[src/design/rls_pkg.sv]
`timescale 1ns / 1ps
`default_nettype none

package rls_pkg;

   localparam int ORDER  = 4;
   localparam int DIM    = ORDER + 1;
   localparam int IDX_W  = $clog2(DIM);
   localparam int FILL_W = $clog2(ORDER + 1);

   localparam int SMP_W   = 24;
   localparam int LAM_W   = 16;
   localparam int FRAC    = 24;
   localparam int FX_W    = 48;
   localparam int HALF_W  = FX_W - FRAC;
   localparam int MPROD_W = 2 * (HALF_W + 1);
   localparam int PROD_W  = 52;
   localparam int ACC_W   = 56;
   localparam int DVD_W   = FX_W + FRAC;
   localparam int DVS_W   = ACC_W;
   localparam int ITER_W  = $clog2(DVD_W + 1);
   localparam int LAM_DVD_W = FX_W + LAM_W;

   localparam int CSR_IDX_W = 1;
   localparam logic [CSR_IDX_W-1:0] CSR_FORGET   = 1'd0;
   localparam logic [CSR_IDX_W-1:0] CSR_INIT_COV = 1'd1;

   localparam logic [LAM_W-1:0] FORGET_RST   = 16'd65405;
   localparam logic [LAM_W-1:0] INIT_COV_RST = 16'd3000;

   localparam logic signed [FX_W-1:0] ONE_Q  = 48'sd16777216;
   localparam logic signed [FX_W-1:0] HI_LIM = 48'sd67108864;
   localparam logic [FX_W-1:0]        LOW_RND = 48'd8388608;
   localparam logic signed [PROD_W-1:0] MUL_CLAMP = {1'b0, 1'b1, 50'b0};
   localparam logic signed [FX_W-1:0]  MAX48 = {1'b0, {(FX_W-1){1'b1}}};
   localparam logic signed [FX_W-1:0]  MIN48 = {1'b1, {(FX_W-1){1'b0}}};
   localparam logic signed [SMP_W-1:0] MAX24 = {1'b0, {(SMP_W-1){1'b1}}};
   localparam logic signed [SMP_W-1:0] MIN24 = {1'b1, {(SMP_W-1){1'b0}}};

   localparam logic [ITER_W-1:0] GAIN_ITERS = ITER_W'(DVD_W);
   localparam logic [ITER_W-1:0] LAM_ITERS  = ITER_W'(LAM_DVD_W);

   typedef enum logic [3:0] {
      ST_IDLE,
      ST_ERR_MAC,
      ST_ERR,
      ST_PX,
      ST_XTP,
      ST_DEN,
      ST_GAIN,
      ST_COEF,
      ST_EST_MAC,
      ST_EST,
      ST_PUPD_MUL,
      ST_PUPD_DIV,
      ST_DONE
   } seq_state_type;

   typedef enum logic [2:0] {
      MS_IDLE,
      MS_HH,
      MS_HL,
      MS_LH,
      MS_LL,
      MS_SUM
   } mul_step_type;

   typedef enum logic [1:0] {
      DS_IDLE,
      DS_RUN,
      DS_FIN
   } div_state_type;

   typedef struct packed {
      logic                     start;
      logic signed [FX_W-1:0]   a;
      logic signed [FX_W-1:0]   b;
   } mul_req_type;

   typedef struct packed {
      logic                     done;
      logic signed [PROD_W-1:0] result;
   } mul_rsp_type;

   typedef struct packed {
      logic              start;
      logic              neg;
      logic              round_en;
      logic [DVD_W-1:0]  dividend;
      logic [DVS_W-1:0]  divisor;
      logic [ITER_W-1:0] iters;
   } div_req_type;

   typedef struct packed {
      logic                   done;
      logic                   sat;
      logic signed [FX_W-1:0] quot;
   } div_rsp_type;

   function automatic logic ovf48(input logic signed [ACC_W-1:0] v);
      return (v > ACC_W'(MAX48)) || (v < ACC_W'(MIN48));
   endfunction

   function automatic logic signed [FX_W-1:0] sat48(input logic signed [ACC_W-1:0] v);
      logic signed [FX_W-1:0] r;
      if (v > ACC_W'(MAX48)) begin
         r = MAX48;
      end else if (v < ACC_W'(MIN48)) begin
         r = MIN48;
      end else begin
         r = v[FX_W-1:0];
      end
      return r;
   endfunction

   function automatic logic ovf24(input logic signed [ACC_W-1:0] v);
      return (v > ACC_W'(MAX24)) || (v < ACC_W'(MIN24));
   endfunction

   function automatic logic signed [SMP_W-1:0] sat24(input logic signed [ACC_W-1:0] v);
      logic signed [SMP_W-1:0] r;
      if (v > ACC_W'(MAX24)) begin
         r = MAX24;
      end else if (v < ACC_W'(MIN24)) begin
         r = MIN24;
      end else begin
         r = v[SMP_W-1:0];
      end
      return r;
   endfunction

endpackage

`default_nettype wire

[src/design/rls_fxmul.sv]
`timescale 1ns / 1ps
`default_nettype none

module rls_fxmul import rls_pkg::*; (
   input  logic        clock,
   input  logic        reset,
   input  mul_req_type mul_req,
   output mul_rsp_type mul_rsp
);

   mul_step_type step_ff, step_in;

   logic signed [HALF_W-1:0]  ah_ff, bh_ff;
   logic [HALF_W-1:0]         al_ff, bl_ff;
   logic signed [HALF_W:0]    op_a, op_b;
   logic signed [MPROD_W-1:0] prod_ff, prod_in;
   logic signed [PROD_W-1:0]  acc_ff;
   logic                      done_ff;
   logic signed [FX_W-1:0]    hi;
   logic                      hi_big, hi_neg;
   logic [FX_W-1:0]           low_sum;

   always_comb begin
      case (step_ff)
         MS_HH: begin
            op_a = {ah_ff[HALF_W-1], ah_ff};
            op_b = {bh_ff[HALF_W-1], bh_ff};
         end
         MS_HL: begin
            op_a = {ah_ff[HALF_W-1], ah_ff};
            op_b = {1'b0, bl_ff};
         end
         MS_LH: begin
            op_a = {bh_ff[HALF_W-1], bh_ff};
            op_b = {1'b0, al_ff};
         end
         MS_LL: begin
            op_a = {1'b0, al_ff};
            op_b = {1'b0, bl_ff};
         end
         default: begin
            op_a = '0;
            op_b = '0;
         end
      endcase
      prod_in = op_a * op_b;
      hi      = prod_ff[FX_W-1:0];
      hi_big  = hi > HI_LIM;
      hi_neg  = hi < -HI_LIM;
      low_sum = prod_ff[FX_W-1:0] + LOW_RND;
   end

   always_comb begin
      step_in = step_ff;
      case (step_ff)
         MS_IDLE: if (mul_req.start) step_in = MS_HH;
         MS_HH:   step_in = MS_HL;
         MS_HL:   step_in = (hi_big || hi_neg) ? MS_IDLE : MS_LH;
         MS_LH:   step_in = MS_LL;
         MS_LL:   step_in = MS_SUM;
         MS_SUM:  step_in = MS_IDLE;
         default: step_in = MS_IDLE;
      endcase
   end

   always_ff @(posedge clock) begin
      if (reset) begin
         step_ff <= MS_IDLE;
         done_ff <= 1'b0;
      end else begin
         step_ff <= step_in;
         done_ff <= (step_ff == MS_SUM) || ((step_ff == MS_HL) && (hi_big || hi_neg));
      end
   end

   always_ff @(posedge clock) begin
      prod_ff <= prod_in;
      case (step_ff)
         MS_IDLE: begin
            if (mul_req.start) begin
               ah_ff <= mul_req.a[FX_W-1:FRAC];
               al_ff <= mul_req.a[FRAC-1:0];
               bh_ff <= mul_req.b[FX_W-1:FRAC];
               bl_ff <= mul_req.b[FRAC-1:0];
            end
         end
         MS_HL: begin
            if (hi_big) begin
               acc_ff <= MUL_CLAMP;
            end else if (hi_neg) begin
               acc_ff <= -MUL_CLAMP;
            end else begin
               acc_ff <= PROD_W'(hi) <<< FRAC;
            end
         end
         MS_LH, MS_LL: acc_ff <= acc_ff + PROD_W'(prod_ff);
         MS_SUM:       acc_ff <= acc_ff + PROD_W'(low_sum[FX_W-1:FRAC]);
         default: ;
      endcase
   end

   assign mul_rsp.done   = done_ff;
   assign mul_rsp.result = acc_ff;

endmodule

`default_nettype wire

[config.mk]
export PLATFORM = sky130hd
export DESIGN_NAME = rls_fxmul
export DESIGN_NICKNAME = d
export VERILOG_FILES = /design/src/design/rls_pkg.sv /design/src/design/rls_fxmul.sv
export SDC_FILE = /design/constraint.sdc
export NUM_CORES = 2
export LEC_CHECK = 0
export BUFFER_PORTS_ARGS = -buffer_cell sky130_fd_sc_hd__buf_2
export CAP_MARGIN = 40
export CORE_MARGIN = 5
export CORE_UTILIZATION = 45
export CTS_BUF_LIST = sky130_fd_sc_hd__clkbuf_8 sky130_fd_sc_hd__clkbuf_16
export DETAILED_ROUTE_END_ITERATION = 8
export REMOVE_ABC_BUFFERS = 1
export SETUP_SLACK_MARGIN = 0.5
export SLEW_MARGIN = 10
export SYNTH_ARGS = -nofsm -noshare
export SYNTH_HDL_FRONTEND = slang
export SYNTH_SLANG_ARGS = --single-unit
[constraint.sdc]
create_clock -name clock -period 15.6 [get_ports clock]
set_input_delay 0.78 -clock clock [delete_from_list [all_inputs] [get_ports clock]]
set_output_delay 0.78 -clock clock [all_outputs]
set_load 0.05 [all_outputs]
==> results.cfg <==
[cts]
cts_buffers = 25
cts_resized = 0
cts-root-buf = clkbuf_16
path_clk_slew_ns = 0.07
cts_max_level = 1
clock_latency_ns = 0.56
postCtsSetupRepairBufs = 0
tritoncts = done
hold_buffers = 0
cts_buffer_depth = 3
cts.sinks = 202

[final_layout]
final_util_pct = 49.12
syn_to_final_growth_pct = 8.225
nets = 4839
fin_area_sq_um = 38110
fillers = 7485
multiInputGateArea_sq_um = 26500
num_antenna_cells = 0
drive_gt1_share_pct = 8.864
instances_no_fill = 4921
seq_area_sq_um = 5530

[sta]
hold_ws_ns = 0.3862
drv_slew = 0
finalWorstSetupSlack_ns = 5.889
rsz0062_at_grt = no
slew_headroom_pct = 33.90
clock_skew_ns = 0.02273
fmax_mhz = 103.0
tightest_slew_ns = 0.9915
fin_crit_sh_pct = 62.25
setup_violations = 0
fin_tns_setup_ns = 0
finalHoldViolations = 0
period_minus_slack_ns = 9.711

[setup_path]
crit_fanout = 57
path_delay_family = adder cells
slowest_delay_ns = 0.87
crit_buf_inv = 6
critPathMostFrequentCell = fa_1
cp-start-kind = register
arrival_ns = 10.19
critPathKind = reg -> reg
worst_ep_required_time_ns = 16.08
cp-end-kind = register
critPathSlowestCell = dfxtp_4

[global_route]
grt_pass1_vias = 29460
antenna_found_initial = 0
grt_max_degree = 69
grt_first_pass_wirelength_um = 169800
grt_usage_pct = 26.29
overflow = 0

[detailed_routing]
wl_per_cell_um = 21.77
firstDrtPassIters = 5
drtIter0Drc = 2039
via_per_inst = 5.534
vias = 27230
antenna_left = 0
drc = 0
drt-total-wl_um = 107200

[power]
leakagePower_nw = 18.28
vdd_drop_max_mv = 0.08840
power.density_nw_per_um2 = 104.5
power_mw = 3.982

[yosys]
synth_top_area_share_pct = 37.52
synth-simple-area-share_pct = 13.20
syn_area_sq_um = 35220
synth_cell_types = 88
seq_area_frac_synth_pct = 15.69
synth_fa_ha_area_share_pct = 45.23
muxShareOfSynthArea_pct = 1.503
yosys.area_share.xor_xnor_pct = 4.352
synthArstFlopShare_pct = 0
synth_compound_area_share_pct = 10.70
synth_ff_type = edfxtp_1
synth-edff-count = 148
syn_inst = 3789
synth_top_area_cell = fa_1
ys_ff_latch = 202
synth_area_leaders = fa_1 38%, edfxtp_1 13%, ha_1 7.7%
synth_top_family_by_area = adder cells
yosysMostFrequentCell = inv_1
syn_avg_cell_area_sq_um = 9.294
yosys_warnings = 0
netlist_top_cells_count = 706 x inv_1, 660 x fa_1, 494 x nand2_1

[place]
place_hpwl_um = 85820
portBuffers = 151
place_ws_ns = 5.969
gp_congestion = 0.9344
dp_cells = 4876
post_dp_cell_area_sq_um = 37280

[job]
maxCapViolations = 0

[min_path]
min_path_type = in -> reg

[floorplan]
die_y_um = 289.7
start_util_pct = 45.39
num_io_pins = 152
fp.coreArea_sq_um = 77590
rows = 102
die_area_sq_um = 83950
die_w_um = 289.7

[run_status]
status = complete, no violations
path summary, 6_finish.rpt:
check	from	to	slack, ns	depth (start not counted)
max reg2reg	step_ff[1]	prod_ff[47]	5.89	28
max	step_ff[1]	prod_ff[47]	5.89	28
min	mul_req[28]	bh_ff[4]	0.39	1
min reg2reg	prod_ff[6]	acc_ff[30]	0.66	2
report_power, final:
group | switching, mW | leakage [nW] | internal (mW) | total, mW
Clock | 0.247 | 0.426 | 0.342 | 0.589
Combinational | 1.55 | 16.0 | 0.980 | 2.53
Sequential | 0.173 | 1.86 | 0.686 | 0.858
Total | 1.97 | 18.3 | 2.01 | 3.98
layout make-up:
| class | instances | area share (%) |
|---|---|---|
| inverters | 707 | 6.963 |
| well taps | 1040 | 3.414 |
| repair buffers | 210 | 3.385 |
| clock inverters | 14 | 0.2134 |
| flip-flops and latches | 202 | 14.51 |
| multi-input cells | 2717 | 69.54 |
| clock buffers | 31 | 1.976 |
sequential cells by signal, indices dropped and copies added, names as in the netlist:
signal,flops
acc_ff,52
prod_ff,50
ah_ff,24
al_ff,24
bh_ff,24
bl_ff,24
step_ff,3
done_ff,1
layout by cell type (no fill, tap or decap), drive strengths merged, types with 7 or more instances in the layout:
| cell type | Yosys | routed |
|---|---|---|
| nand4 | 18 | 18 |
| a21o | 70 | 70 |
| a21oi | 115 | 115 |
| o211ai | 12 | 12 |
| clkbuf | 143 | 31 |
| nor3 | 23 | 23 |
| o21a | 15 | 15 |
| o221ai | 11 | 11 |
| a22o | 60 | 60 |
| or2 | 11 | 11 |
| a22oi | 38 | 38 |
| nor2b | 13 | 13 |
| buf | 20 | 210 |
| o31ai | 7 | 7 |
| inv | 706 | 712 |
| a211oi | 10 | 10 |
| ha | 217 | 217 |
| o22ai | 19 | 19 |
| nand2 | 494 | 494 |
| edfxtp | 148 | 148 |
| nand3 | 53 | 53 |
| a31oi | 15 | 15 |
| o21ai | 93 | 93 |
| nor2 | 326 | 326 |
| or3 | 7 | 7 |
| o21bai | 17 | 17 |
| fa | 660 | 660 |
| and3 | 21 | 21 |
| and2 | 52 | 52 |
| mux2 | 47 | 47 |
| xnor2 | 105 | 105 |
| clkinv | 1 | 8 |
| nand2b | 25 | 25 |
| xor2 | 70 | 70 |
| nor4 | 15 | 15 |
| dfxtp | 54 | 54 |
metal layers:
| metal | global-route usage [%] | vias to the layer above | wire (um) |
|---|---|---|---|
| met5 | 0 | - | 0 |
| met2 | 43.94 | 1063 | 50550 |
| met4 | 11.83 | 0 | 5917 |
| met1 | 33.62 | 13740 | 42520 |
| li1 | - | 12160 | - |
| met3 | 4.580 | 275 | 8168 |
kinds of logic (layout without fill, tap and decap cells):
group / after synthesis / in the layout
AOI/OAI and AO/OA: 540 / 540
xor gates and xnor gates: 175 / 175
adders and majority gates: 877 / 877
buffers and inverters: 870 / 962
DFF: 202 / 202
muxes: 47 / 47
and+or+nand+nor: 1078 / 1078
Note: power is estimated with default switching activity, not from simulation.
