===== src/design/rls_pkg.sv =====
`timescale 1ns / 1ps
`default_nettype none

package rls_pkg;

   localparam int ORDER  = 4;
   localparam int DIM    = ORDER + 1;
   localparam int IDX_W  = $clog2(DIM);
   localparam int FILL_W = $clog2(ORDER + 1);

   localparam int SMP_W   = 24;
   localparam int LAM_W   = 16;
   localparam int FRAC    = 24;
   localparam int FX_W    = 48;
   localparam int HALF_W  = FX_W - FRAC;
   localparam int MPROD_W = 2 * (HALF_W + 1);
   localparam int PROD_W  = 52;
   localparam int ACC_W   = 56;
   localparam int DVD_W   = FX_W + FRAC;
   localparam int DVS_W   = ACC_W;
   localparam int ITER_W  = $clog2(DVD_W + 1);
   localparam int LAM_DVD_W = FX_W + LAM_W;

   localparam int CSR_IDX_W = 1;
   localparam logic [CSR_IDX_W-1:0] CSR_FORGET   = 1'd0;
   localparam logic [CSR_IDX_W-1:0] CSR_INIT_COV = 1'd1;

   localparam logic [LAM_W-1:0] FORGET_RST   = 16'd65405;
   localparam logic [LAM_W-1:0] INIT_COV_RST = 16'd3000;

   localparam logic signed [FX_W-1:0] ONE_Q  = 48'sd16777216;
   localparam logic signed [FX_W-1:0] HI_LIM = 48'sd67108864;
   localparam logic [FX_W-1:0]        LOW_RND = 48'd8388608;
   localparam logic signed [PROD_W-1:0] MUL_CLAMP = {1'b0, 1'b1, 50'b0};
   localparam logic signed [FX_W-1:0]  MAX48 = {1'b0, {(FX_W-1){1'b1}}};
   localparam logic signed [FX_W-1:0]  MIN48 = {1'b1, {(FX_W-1){1'b0}}};
   localparam logic signed [SMP_W-1:0] MAX24 = {1'b0, {(SMP_W-1){1'b1}}};
   localparam logic signed [SMP_W-1:0] MIN24 = {1'b1, {(SMP_W-1){1'b0}}};

   localparam logic [ITER_W-1:0] GAIN_ITERS = ITER_W'(DVD_W);
   localparam logic [ITER_W-1:0] LAM_ITERS  = ITER_W'(LAM_DVD_W);

   typedef enum logic [3:0] {
      ST_IDLE,
      ST_ERR_MAC,
      ST_ERR,
      ST_PX,
      ST_XTP,
      ST_DEN,
      ST_GAIN,
      ST_COEF,
      ST_EST_MAC,
      ST_EST,
      ST_PUPD_MUL,
      ST_PUPD_DIV,
      ST_DONE
   } seq_state_type;

   typedef enum logic [2:0] {
      MS_IDLE,
      MS_HH,
      MS_HL,
      MS_LH,
      MS_LL,
      MS_SUM
   } mul_step_type;

   typedef enum logic [1:0] {
      DS_IDLE,
      DS_RUN,
      DS_FIN
   } div_state_type;

   typedef struct packed {
      logic                     start;
      logic signed [FX_W-1:0]   a;
      logic signed [FX_W-1:0]   b;
   } mul_req_type;

   typedef struct packed {
      logic                     done;
      logic signed [PROD_W-1:0] result;
   } mul_rsp_type;

   typedef struct packed {
      logic              start;
      logic              neg;
      logic              round_en;
      logic [DVD_W-1:0]  dividend;
      logic [DVS_W-1:0]  divisor;
      logic [ITER_W-1:0] iters;
   } div_req_type;

   typedef struct packed {
      logic                   done;
      logic                   sat;
      logic signed [FX_W-1:0] quot;
   } div_rsp_type;

   function automatic logic ovf48(input logic signed [ACC_W-1:0] v);
      return (v > ACC_W'(MAX48)) || (v < ACC_W'(MIN48));
   endfunction

   function automatic logic signed [FX_W-1:0] sat48(input logic signed [ACC_W-1:0] v);
      logic signed [FX_W-1:0] r;
      if (v > ACC_W'(MAX48)) begin
         r = MAX48;
      end else if (v < ACC_W'(MIN48)) begin
         r = MIN48;
      end else begin
         r = v[FX_W-1:0];
      end
      return r;
   endfunction

   function automatic logic ovf24(input logic signed [ACC_W-1:0] v);
      return (v > ACC_W'(MAX24)) || (v < ACC_W'(MIN24));
   endfunction

   function automatic logic signed [SMP_W-1:0] sat24(input logic signed [ACC_W-1:0] v);
      logic signed [SMP_W-1:0] r;
      if (v > ACC_W'(MAX24)) begin
         r = MAX24;
      end else if (v < ACC_W'(MIN24)) begin
         r = MIN24;
      end else begin
         r = v[SMP_W-1:0];
      end
      return r;
   endfunction

endpackage

`default_nettype wire


===== src/design/rls_div.sv =====
`timescale 1ns / 1ps
`default_nettype none

module rls_div import rls_pkg::*; (
   input  logic        clock,
   input  logic        reset,
   input  div_req_type div_req,
   output div_rsp_type div_rsp
);

   div_state_type state_ff, state_in;

   logic [DVD_W-1:0]       dvd_ff;
   logic [DVS_W-1:0]       dvs_ff;
   logic [DVS_W-1:0]       rem_ff;
   logic [FX_W:0]          quo_ff;
   logic                   ovf_ff, neg_ff, rnd_ff, done_ff, sat_ff;
   logic [ITER_W-1:0]      cnt_ff;
   logic signed [FX_W-1:0] quot_ff;

   logic [DVS_W:0]   r_sh, r_diff;
   logic             bit_set;
   logic             rnd_up;
   logic [FX_W+1:0]  q_rnd, lim;
   logic             over;
   logic [FX_W-1:0]  q_mag;

   always_comb begin
      r_sh    = {rem_ff, dvd_ff[DVD_W-1]};
      r_diff  = r_sh - {1'b0, dvs_ff};
      bit_set = r_sh >= {1'b0, dvs_ff};
      rnd_up  = rnd_ff && ({1'b0, rem_ff, 1'b0} >= {2'b00, dvs_ff});
      q_rnd   = {1'b0, quo_ff} + (FX_W+2)'(rnd_up);
      lim     = neg_ff ? ((FX_W+2)'(1) << (FX_W-1)) : (((FX_W+2)'(1) << (FX_W-1)) - 1'b1);
      over    = ovf_ff || (q_rnd > lim);
      q_mag   = over ? lim[FX_W-1:0] : q_rnd[FX_W-1:0];
   end

   always_comb begin
      state_in = state_ff;
      case (state_ff)
         DS_IDLE: if (div_req.start) state_in = DS_RUN;
         DS_RUN:  if (cnt_ff == ITER_W'(1)) state_in = DS_FIN;
         DS_FIN:  state_in = DS_IDLE;
         default: state_in = DS_IDLE;
      endcase
   end

   always_ff @(posedge clock) begin
      if (reset) begin
         state_ff <= DS_IDLE;
         done_ff  <= 1'b0;
      end else begin
         state_ff <= state_in;
         done_ff  <= (state_ff == DS_FIN);
      end
   end

   always_ff @(posedge clock) begin
      case (state_ff)
         DS_IDLE: begin
            if (div_req.start) begin
               dvd_ff <= div_req.dividend;
               dvs_ff <= div_req.divisor;
               cnt_ff <= div_req.iters;
               neg_ff <= div_req.neg;
               rnd_ff <= div_req.round_en;
               rem_ff <= '0;
               quo_ff <= '0;
               ovf_ff <= 1'b0;
            end
         end
         DS_RUN: begin
            rem_ff <= bit_set ? r_diff[DVS_W-1:0] : r_sh[DVS_W-1:0];
            quo_ff <= {quo_ff[FX_W-1:0], bit_set};
            ovf_ff <= ovf_ff | quo_ff[FX_W];
            dvd_ff <= dvd_ff << 1;
            cnt_ff <= cnt_ff - 1'b1;
         end
         DS_FIN: begin
            sat_ff  <= over;
            quot_ff <= neg_ff ? -$signed(q_mag) : $signed(q_mag);
         end
         default: ;
      endcase
   end

   assign div_rsp.done = done_ff;
   assign div_rsp.sat  = sat_ff;
   assign div_rsp.quot = quot_ff;

endmodule

`default_nettype wire


===== config.mk =====
export PLATFORM = sky130hd
export DESIGN_NAME = rls_div
export DESIGN_NICKNAME = d
export VERILOG_FILES = /design/src/design/rls_pkg.sv /design/src/design/rls_div.sv
export SDC_FILE = /design/constraint.sdc
export NUM_CORES = 1
export LEC_CHECK = 0
export ABC_AREA = 1
export BUFFER_PORTS_ARGS = -buffer_cell sky130_fd_sc_hd__buf_4
export CAP_MARGIN = 20
export CORE_MARGIN = 2
export CORE_UTILIZATION = 45
export CTS_CLUSTER_SIZE = 40
export DETAILED_ROUTE_END_ITERATION = 10
export GPL_ROUTABILITY_DRIVEN = 0
export PLACE_DENSITY = 0.7
export SYNTH_ARGS = -nofsm -noshare
export SYNTH_HDL_FRONTEND = slang
export SYNTH_SLANG_ARGS = --single-unit

===== constraint.sdc =====
create_clock -name clock -period 11.7 [get_ports clock]
set_input_delay 1.755 -clock clock [delete_from_list [all_inputs] [get_ports clock]]
set_output_delay 1.755 -clock clock [all_outputs]
set_load 0.02 [all_outputs]

==> results.toml, run 1 <==
[power]
powerDensity_nw_per_um2 = 150.0
vdd_drop_max_v = 0.0001183
p_leak_nw = 10.11

[logic_synthesis]
yosys_warnings = 0
synth_edf_count = 292
synthArstFlopShare_pct = 0
synthFlopType = "edfxtp_1"
yosysSeqAreaShare_pct = 45.21
syn_area_per_cell_um2 = 8.136
syn_area_um2 = 19530
syn-instance-count = 2400
ys_seq_elements = 295
netlist-cell-type-count = 53
synth_nets = 2650

[sta]
setup_viol = 0
hold_viol = 0
tightest_slew_ns = 0.9945
rsz0062_at_grt = "no"
fmax_mhz = 116.7
setup_tns_ns = 0
slew_headroom_pct = 33.70
fin_skew_ns = 0.02168
finalCriticalPeriod_ns = 8.572
fin_crit_sh_pct = 73.26
drv_slew = 0

[clocking]
clock_latency_ns = 0.56
post_cts_buffers = 0
cts_num_sinks = 295
tritoncts = "done"
htree_levels = 2
cts_buffers = 35
root_buffer = "clkbuf_16"
holdBufCountCts = 0
cts_buffer_depth = 3
ctsResizeCount = 0
clk_pin_slew_ns = 0.06

[grt]
antenna_found_initial = 1
grt_pass1_vias = 16050
grt_overflow = 0
grt_pass1_wl_um = 78960
grt_max_degree = 89
grtUsageTotal_pct = 21.62

[min_path]
whs_path_depth = 2
hold_path_class = "flop to flop"

[cells_and_area]
layout.nets = 2818
fill_cells = 4026
syn2layout_area_growth_pct = 15.88
layout_commonest_cell = "nand2_1"
final_cell_mix = "647 x nand2_1, 302 x inv_1, 292 x edfxtp_1"
drive_gt1_share_pct = 13.16
finalCoreUtilization_pct = 52.65

[floorplanning]
die-area_um2 = 45080
io_pins = 190
initial_core_util_pct = 45.43
rows = 76
die_w_um = 212.3
coreArea_um2 = 42980
die_height_um = 212.3

[routing]
ant_nets = 0
routed_wl_um = 48200
drtIter0Drc = 1185
wl_per_cell_um = 15.17
drc = 0
drt_first_pass_iters = 5
vias_per_cell = 5.211
via_count = 16560

[placement]
place_hpwl_um = 36250
numPortBuffers = 189

[critical_path]
crit_type = "flop to flop"
endpoint_kind = "flop"
r2r_cells = 46
crit_slowest_cell = "nand2_4"
critPathArrivalTime_ns = 8.87
crit_fanout = 88
cp-start-kind = "flop"
required_ns = 12.00
max_stage_delay_ns = 0.66
crit_top_cell = "inv_1"

[run_status]
outcome = "finished, final reports clean"

[flow_run]
cap_violations = 0
-- power breakdown --
part	leakage, nW	total, mW	internal, mW	switching, mW
clock	0.573	1.10	0.653	0.448
combinational	6.63	0.935	0.317	0.618
sequential	2.90	1.36	1.31	0.0534
total	10.1	3.39	2.28	1.12
-- final timing paths --
path,start,end,slack (ns)
worst max-delay path,rem_ff[42],quot_ff[22],3.13
worst min-delay path,dvd_ff[53],dvd_ff[54],0.52
worst max register to register,rem_ff[42],quot_ff[22],3.13
worst min register to register,dvd_ff[53],dvd_ff[54],0.52
-- synth_stat cells, types with 2 or more instances --
library cell  count  area [um2]
o21a_1           13       97.59
dfxtp_1           3       60.06
edfxtp_1        292        8768
nor2_4            7       78.83
o21ai_0         107       535.5
nand3_1         120       600.6
a31oi_1          19       118.9
buf_2             8       40.04
nand2_4           5       56.30
nor2_2           17       106.4
nand4_1          33       206.5
or2_2             2       12.51
inv_2            10       37.54
o211ai_1          8       60.06
clkbuf_1         47       176.4
nand3b_1          4       30.03
xor2_1           65       569.3
and2_1            2       12.51
o21bai_1          3       22.52
nand3_4           2       35.03
a21o_1            6       45.04
nand2_2           7       43.79
o21ai_1          13       65.06
nor3_2            2       20.02
o221ai_1          5       43.79
buf_6             5       56.30
nand2_1         649        2436
buf_4             3       22.52
nor3_1           23       115.1
a21oi_1         155       775.7
inv_1           302        1134
nand3_2          25       250.2
nor2_1          265       994.7
o31ai_1           2       15.01
a21boi_0          2       15.01
ha_1            109        1364
xnor2_1          34       297.8
nor4_1            8       50.05
buf_1             4       15.01
-- state kept, by name, indices dropped and copies added (netlist names) --
register / count
state_ff: 2
neg_ff: 1
rem_ff: 56
cnt_ff: 7
done_ff: 1
quot_ff: 48
ovf_ff: 1
dvs_ff: 56
rnd_ff: 1
quo_ff: 49
dvd_ff: 72
sat_ff: 1
-- worst max-delay path, delay by kind of cell (launching register included) --
family | cells | cell delay (ns)
flip-flops | 1 | 0.41
XOR/XNOR | 1 | 0.23
AO/OA/AOI/OAI | 3 | 0.60
buffers and inverters | 8 | 0.70
AND/OR/NAND/NOR | 30 | 5.23
adder cells (fa/ha/maj) | 4 | 1.13
-- logic make-up after synthesis --
family	share of synthesized area [%]
adders and majority gates	7.087
and+or+nand+nor	26.00
AOI/OAI and AO/OA	9.521
DFF	45.21
buffers and inverters	7.689
xor gates and xnor gates	4.440
muxes	0.05126
-- through the flow --
stage | instances | setup WS [ns] | hold WS (ns) | instance area (um2) | total power [mW]
after floorplan | 2400 | 1.044 | 0.4439 | 19530 | 2.073
after global placement | 3115 | 3.652 | 0.5008 | 21450 | 2.272
after detailed placement | 3116 | 3.214 | 0.5038 | 21470 | 2.299
after CTS | 3177 | 3.161 | 0.5207 | 22630 | 3.413
after global routing | 3177 | 2.325 | 0.5329 | 22630 | 3.592
final | 3178 | 3.128 | 0.5181 | 22630 | 3.395
-- area by class of cell --
type / count / area, um2 / share of cell area [%]
diodes: 1 / 2.502 / 0.01106
clock buffers: 36 / 900.9 / 3.981
clock inverters: 25 / 256.5 / 1.134
inverters: 312 / 1174 / 5.187
multi-input cells: 1725 / 9228 / 40.78
flip-flops and latches: 295 / 8828 / 39.02
well taps: 585 / 732.0 / 3.235
repair buffers: 199 / 1506 / 6.657
-- layer usage --
| layer | global-route usage, % | up-vias | wire length (um) |
|---|---|---|---|
| li1 | - | 8315 | - |
| met1 | 29.88 | 7603 | 22100 |
| met2 | 33.63 | 548 | 20970 |
| met3 | 4.490 | 93 | 3690 |
| met4 | 7.813 | 0 | 1450 |
| met5 | 0 | - | 0 |
Power figures use the tool's default switching activity.
==> inputs of run 2 (changes only) <==
Settings changed: PLACE_DENSITY 0.7 to 0.73.
Clock period 11.7 ns to 7.2 ns, I/O delays scaled along.
==> run 2 against run 1 <==
  * Die area stayed put
  * Design area is 4.2% higher
  * Global-route usage is 0.28 points higher
  * Via count is 3.1% higher
  * Non-clock buffer count is 38 higher
  * Critical path depth is 2 lower
  * Core utilization is 2.2 points higher
==> results.toml, run 2 (synthesized netlist as in run 1, its figures left out) <==
[run_status]
outcome = "finished, final reports clean"

[critical_path]
critPathArrivalTime_ns = 7.12
r2r_end = "quot_ff[18]"
r2r_cells = 44
crit_slowest_cell = "edfxtp_1"
r2r-start = "rem_ff[48]"
reg2reg_slack_ns = 0.38
cp-startpoint = "rem_ff[48]"
max_stage_delay_ns = 0.41
crit_fanout = 6
crit_type = "flop to flop"
endpoint_kind = "flop"
crit_top_cell = "nand2_2"
crit_path_end = "quot_ff[18]"
required_ns = 7.50
cp-start-kind = "flop"

[sta]
drv_slew = 0
hold_viol = 0
finalCriticalPeriod_ns = 6.818
setup_viol = 0
hold_slack_ns = 0.5130
fmax_mhz = 146.7
slew_headroom_pct = 29.91
fin_skew_ns = 0.02327
fin_crit_sh_pct = 94.69
tightest_slew_ns = 1.050

[routing]
drt_first_pass_iters = 5
via_count = 17070
drtIter0Drc = 1377
vias_per_cell = 5.309
drc = 0
ant_nets = 0
wl_per_cell_um = 15.56
routed_wl_um = 50030

[clocking]
cts_num_sinks = 295
htree_levels = 2
clk_pin_slew_ns = 0.06
cts_buffer_depth = 3
tritoncts = "done"
cts_buffers = 35
clock_latency_ns = 0.56
root_buffer = "clkbuf_16"

[power]
p_seq_share_pct = 39.5
comb_power_share_pct = 29.9
switching_share_pct = 33.47
p_leak_nw = 10.33
powerDensity_nw_per_um2 = 238.6
total_power_mw = 5.627
vdd_drop_max_v = 0.0001806
p_int_mw = 3.744
p_switching_mw = 1.883
power_frac_clock_pct = 30.6

[flow_run]
cap_violations = 0

[floorplanning]
coreArea_um2 = 42980
die_w_um = 212.3
die-area_um2 = 45080
rows = 76
die_height_um = 212.3
initial_core_util_pct = 45.43
io_pins = 190

[placement]
place_hpwl_um = 35930
numPortBuffers = 189

[cells_and_area]
final_cell_mix = "636 x nand2_1, 297 x inv_1, 292 x edfxtp_1"
syn2layout_area_growth_pct = 20.79
antenna_cells = 0
drive_gt1_share_pct = 17.49
largestRegisters = "dvd_ff (72), dvs_ff (56), rem_ff (56)"
layout.nets = 2856
layout_commonest_cell = "nand2_1"
largest_reg_flops = 72
largest_register = "dvd_ff"

[grt]
grtUsageTotal_pct = 21.90
grt_max_degree = 148
grt_pass1_vias = 16390
antenna_found_initial = 0
grt_pass1_wl_um = 80040
grt_overflow = 0

[min_path]
hold_path_class = "flop to flop"
==> run 2: cell count changes in the layout (fill, tap and decap cells not counted), moves of 11 or more <==
cell     previous run  this run
ha_4                0        34
nor2_2             17        37
nand2_1           647       636
buf_4             198       229
nor2_1            263       238
ha_1              109        73
==> run 2: repair_timing <==
item	CTS	global route
setup endpoints to repair	29	46
pin swaps	0	33
setup buffers	0	23
hold buffers	0	0
gates cloned	0	1
gates resized for setup	3	120
==> run 2: layer usage <==
metal  wire [um]  global-route usage, %  vias up
li1            -                      -     8391
met1       21770                  29.79     7808
met2       21940                  33.95      724
met3        4259                  4.357      145
met4        2054                  9.694        0
met5           0                      0        -
==> run 2: worst min path at each step <==
stage / start / to / cells past startpoint
2_1_floorplan: state_ff[1] / done_ff / 2
3_3_place_gp: dvd_ff[53] / dvd_ff[54] / 2
3_5_place_dp: dvd_ff[52] / dvd_ff[53] / 2
4_1_cts: dvd_ff[52] / dvd_ff[53] / 2
5_1_grt: dvd_ff[40] / dvd_ff[41] / 2
6_report: dvd_ff[52] / dvd_ff[53] / 2
==> run 2: power by group through the flow <==
stage | Combinational (mW) | Clock (mW) | Sequential (mW)
after floorplan | 1.13 | 0 | 2.23
after global placement | 1.46 | 0 | 2.24
after detailed placement | 1.50 | 0 | 2.24
after CTS | 1.52 | 1.76 | 2.21
after global routing | 1.88 | 1.83 | 2.24
final | 1.68 | 1.72 | 2.22
==> run 2: cell type report <==
| class | instances | area (um2) |
|---|---|---|
| inverter | 312 | 1174 |
| sequential | 295 | 8828 |
| multi-input combinational | 1725 | 9886 |
| tap | 585 | 732.0 |
| timing repair buffer | 237 | 1874 |
| fill | 3933 | 19390 |
| clock buffer | 43 | 937.1 |
| clock inverter | 18 | 156.4 |
==> run 2: critical path: cells and delay by family, from the launching register on <==
kind | cells | cell delay (ns)
AND/OR/NAND/NOR | 31 | 4.11
adder cells (fa/ha/maj) | 4 | 1.04
AO/OA/AOI/OAI | 3 | 0.46
flip-flops | 1 | 0.41
buffers and inverters | 5 | 0.35
XOR/XNOR | 1 | 0.19
==> run 2: through the flow <==
step / util (%) / worst slack (ns) / area, um2 / TNS [ns] / std cells
floorplan: - / 0.6361 / 19540 / 0 / 2400
global placement: 50.22 / 0.09926 / 21590 / 0 / 3128
detailed placement: 50.22 / -0.2052 / 21590 / -2.192 / 3128
CTS: 52.81 / 0.01586 / 22700 / 0 / 3189
global route: 54.88 / -0.1349 / 23590 / -2.685 / 3215
finish: 54.88 / 0.3823 / 23590 / 0 / 3215
==> inputs of run 3 (changes only) <==
Settings changed: REMOVE_ABC_BUFFERS set to 1.
==> run 3 against run 2 <==
  * Total power is 0.19% higher
  * Clock-buffer cell count down 5
  * Wire length is 2.2% lower
  * Non-clock buffer count shrank 13
  * Largest cell class unchanged
  * Fmax increased by 0.58%
  * Critical path depth decreased by 3
  * Setup slack gained 0.039 ns
  * Global-route usage shrank 0.47 points
  * Hold slack improved by 0.0070 ns
  * Combinational power shrank 4%
  * Core utilization is 0.78 points lower
  * Via count hardly changed
==> results.toml, run 3 (synthesized netlist as in run 1, its figures left out) <==
[routing]
drtIter0Drc = 1488
ant_nets = 0
routed_wl_um = 48940
via_count = 17070
vias_per_cell = 5.331
drt_first_pass_iters = 6
drc = 0
wl_per_cell_um = 15.29

[sta]
setup_tns_ns = 0
slew_headroom_pct = 29.23
fin_skew_ns = 0.02019
hold_slack_ns = 0.5201
fin_crit_sh_pct = 94.14
fmax_mhz = 147.5
finalCriticalPeriod_ns = 6.778
fin_ws_ns = 0.4216
drv_slew = 0
setup_viol = 0
hold_viol = 0
tightest_slew_ns = 1.060

[cells_and_area]
largest_reg_flops = 72
layout.nets = 2842
drive_gt1_share_pct = 16.05
finalCoreUtilization_pct = 54.10
antenna_cells = 0
syn2layout_area_growth_pct = 19.07
finalInstanceArea_um2 = 23250
stdcell_count = 3202
layout_commonest_cell = "nand2_1"
final_cell_mix = "635 x nand2_1, 298 x inv_1, 292 x edfxtp_1"
largestRegisters = "dvd_ff (72), dvs_ff (56), rem_ff (56)"
largest_register = "dvd_ff"

[critical_path]
crit_slowest_cell = "edfxtp_1"
endpoint_kind = "flop"
path_delay_family = "simple AND/OR/NAND/NOR gates"
crit_top_cell = "nand2_1"
required_ns = 7.50
cp-start-kind = "flop"
crit_fanout = 19
crit_buf_inv = 2
crit_type = "flop to flop"
critPathArrivalTime_ns = 7.08
max_stage_delay_ns = 0.45

[floorplanning]
die_height_um = 212.3
die-area_um2 = 45080
initial_core_util_pct = 45.43
io_pins = 190
die_w_um = 212.3
rows = 76
coreArea_um2 = 42980

[clocking]
cts_num_sinks = 295
clock_latency_ns = 0.56
htree_levels = 2
cts_buffer_depth = 3
cts_buffers = 34
holdBufCountCts = 0
tritoncts = "done"
root_buffer = "clkbuf_16"
clk_pin_slew_ns = 0.08

[grt]
grt_max_degree = 108
grtUsageTotal_pct = 21.43
grt_pass1_wl_um = 78670
antenna_found_initial = 1
grt_pass1_vias = 16380
grt_overflow = 0

[power]
powerDensity_nw_per_um2 = 242.5
vdd_drop_max_v = 0.0001927
p_leak_nw = 10.32
total_power_mw = 5.638

[flow_run]
cap_violations = 0

[placement]
pre_cts_slack_ns = 0.03926
numPortBuffers = 189
place_inst = 3128
place_hpwl_um = 35450
placed_area_um2 = 21570

[run_status]
outcome = "finished, final reports clean"

[min_path]
hold_path_class = "flop to flop"
-- run 3: worst min-delay path: cells and delay by family, from the launching register on --
kind | cells | cell delay (ns)
flops | 1 | 0.32
simple gates | 2 | 0.10
-- run 3: layout make-up --
cell class / count / area (um2)
Fill cell: 3910 / 19730
Multi-Input combinational cell: 1725 / 9583
Sequential cell: 295 / 8828
Timing Repair Buffer: 224 / 1777
Inverter: 312 / 1174
Clock buffer: 38 / 887.1
Tap cell: 585 / 732.0
Clock inverter: 23 / 270.3
-- run 3: worst paths after layout --
check,from,endpoint,slack [ns],cells after the start
worst max-delay path,rem_ff[6],quot_ff[39],0.42,41
worst min-delay path,dvd_ff[69],dvd_ff[70],0.52,2
worst max register to register,rem_ff[6],quot_ff[39],0.42,41
worst min register to register,dvd_ff[69],dvd_ff[70],0.52,2
-- run 3: power breakdown --
part	total [mW]	switching [mW]	internal, mW
Combinational	1.62	1.05	0.572
Sequential	2.21	0.0905	2.12
Clock	1.81	0.731	1.08
-- run 3: timing repair --
action,in CTS,in global routing
pin swaps,0,36
gates resized for setup,1,87
endpoints found under the hold margin,0,0
endpoints found under the setup margin,1,46
buffers inserted,0,11
gates cloned,0,2
-- run 3: metal layers --
layer	GRT usage (%)	vias up	part of all wire, %	wire length (um)
met5	0	-	0.016	8
met3	3.870	141	7.5	3673
met4	9.911	2	4.3	2093
li1	-	8353	-	-
met1	27.79	7902	42	20750
met2	34.91	673	46	22410
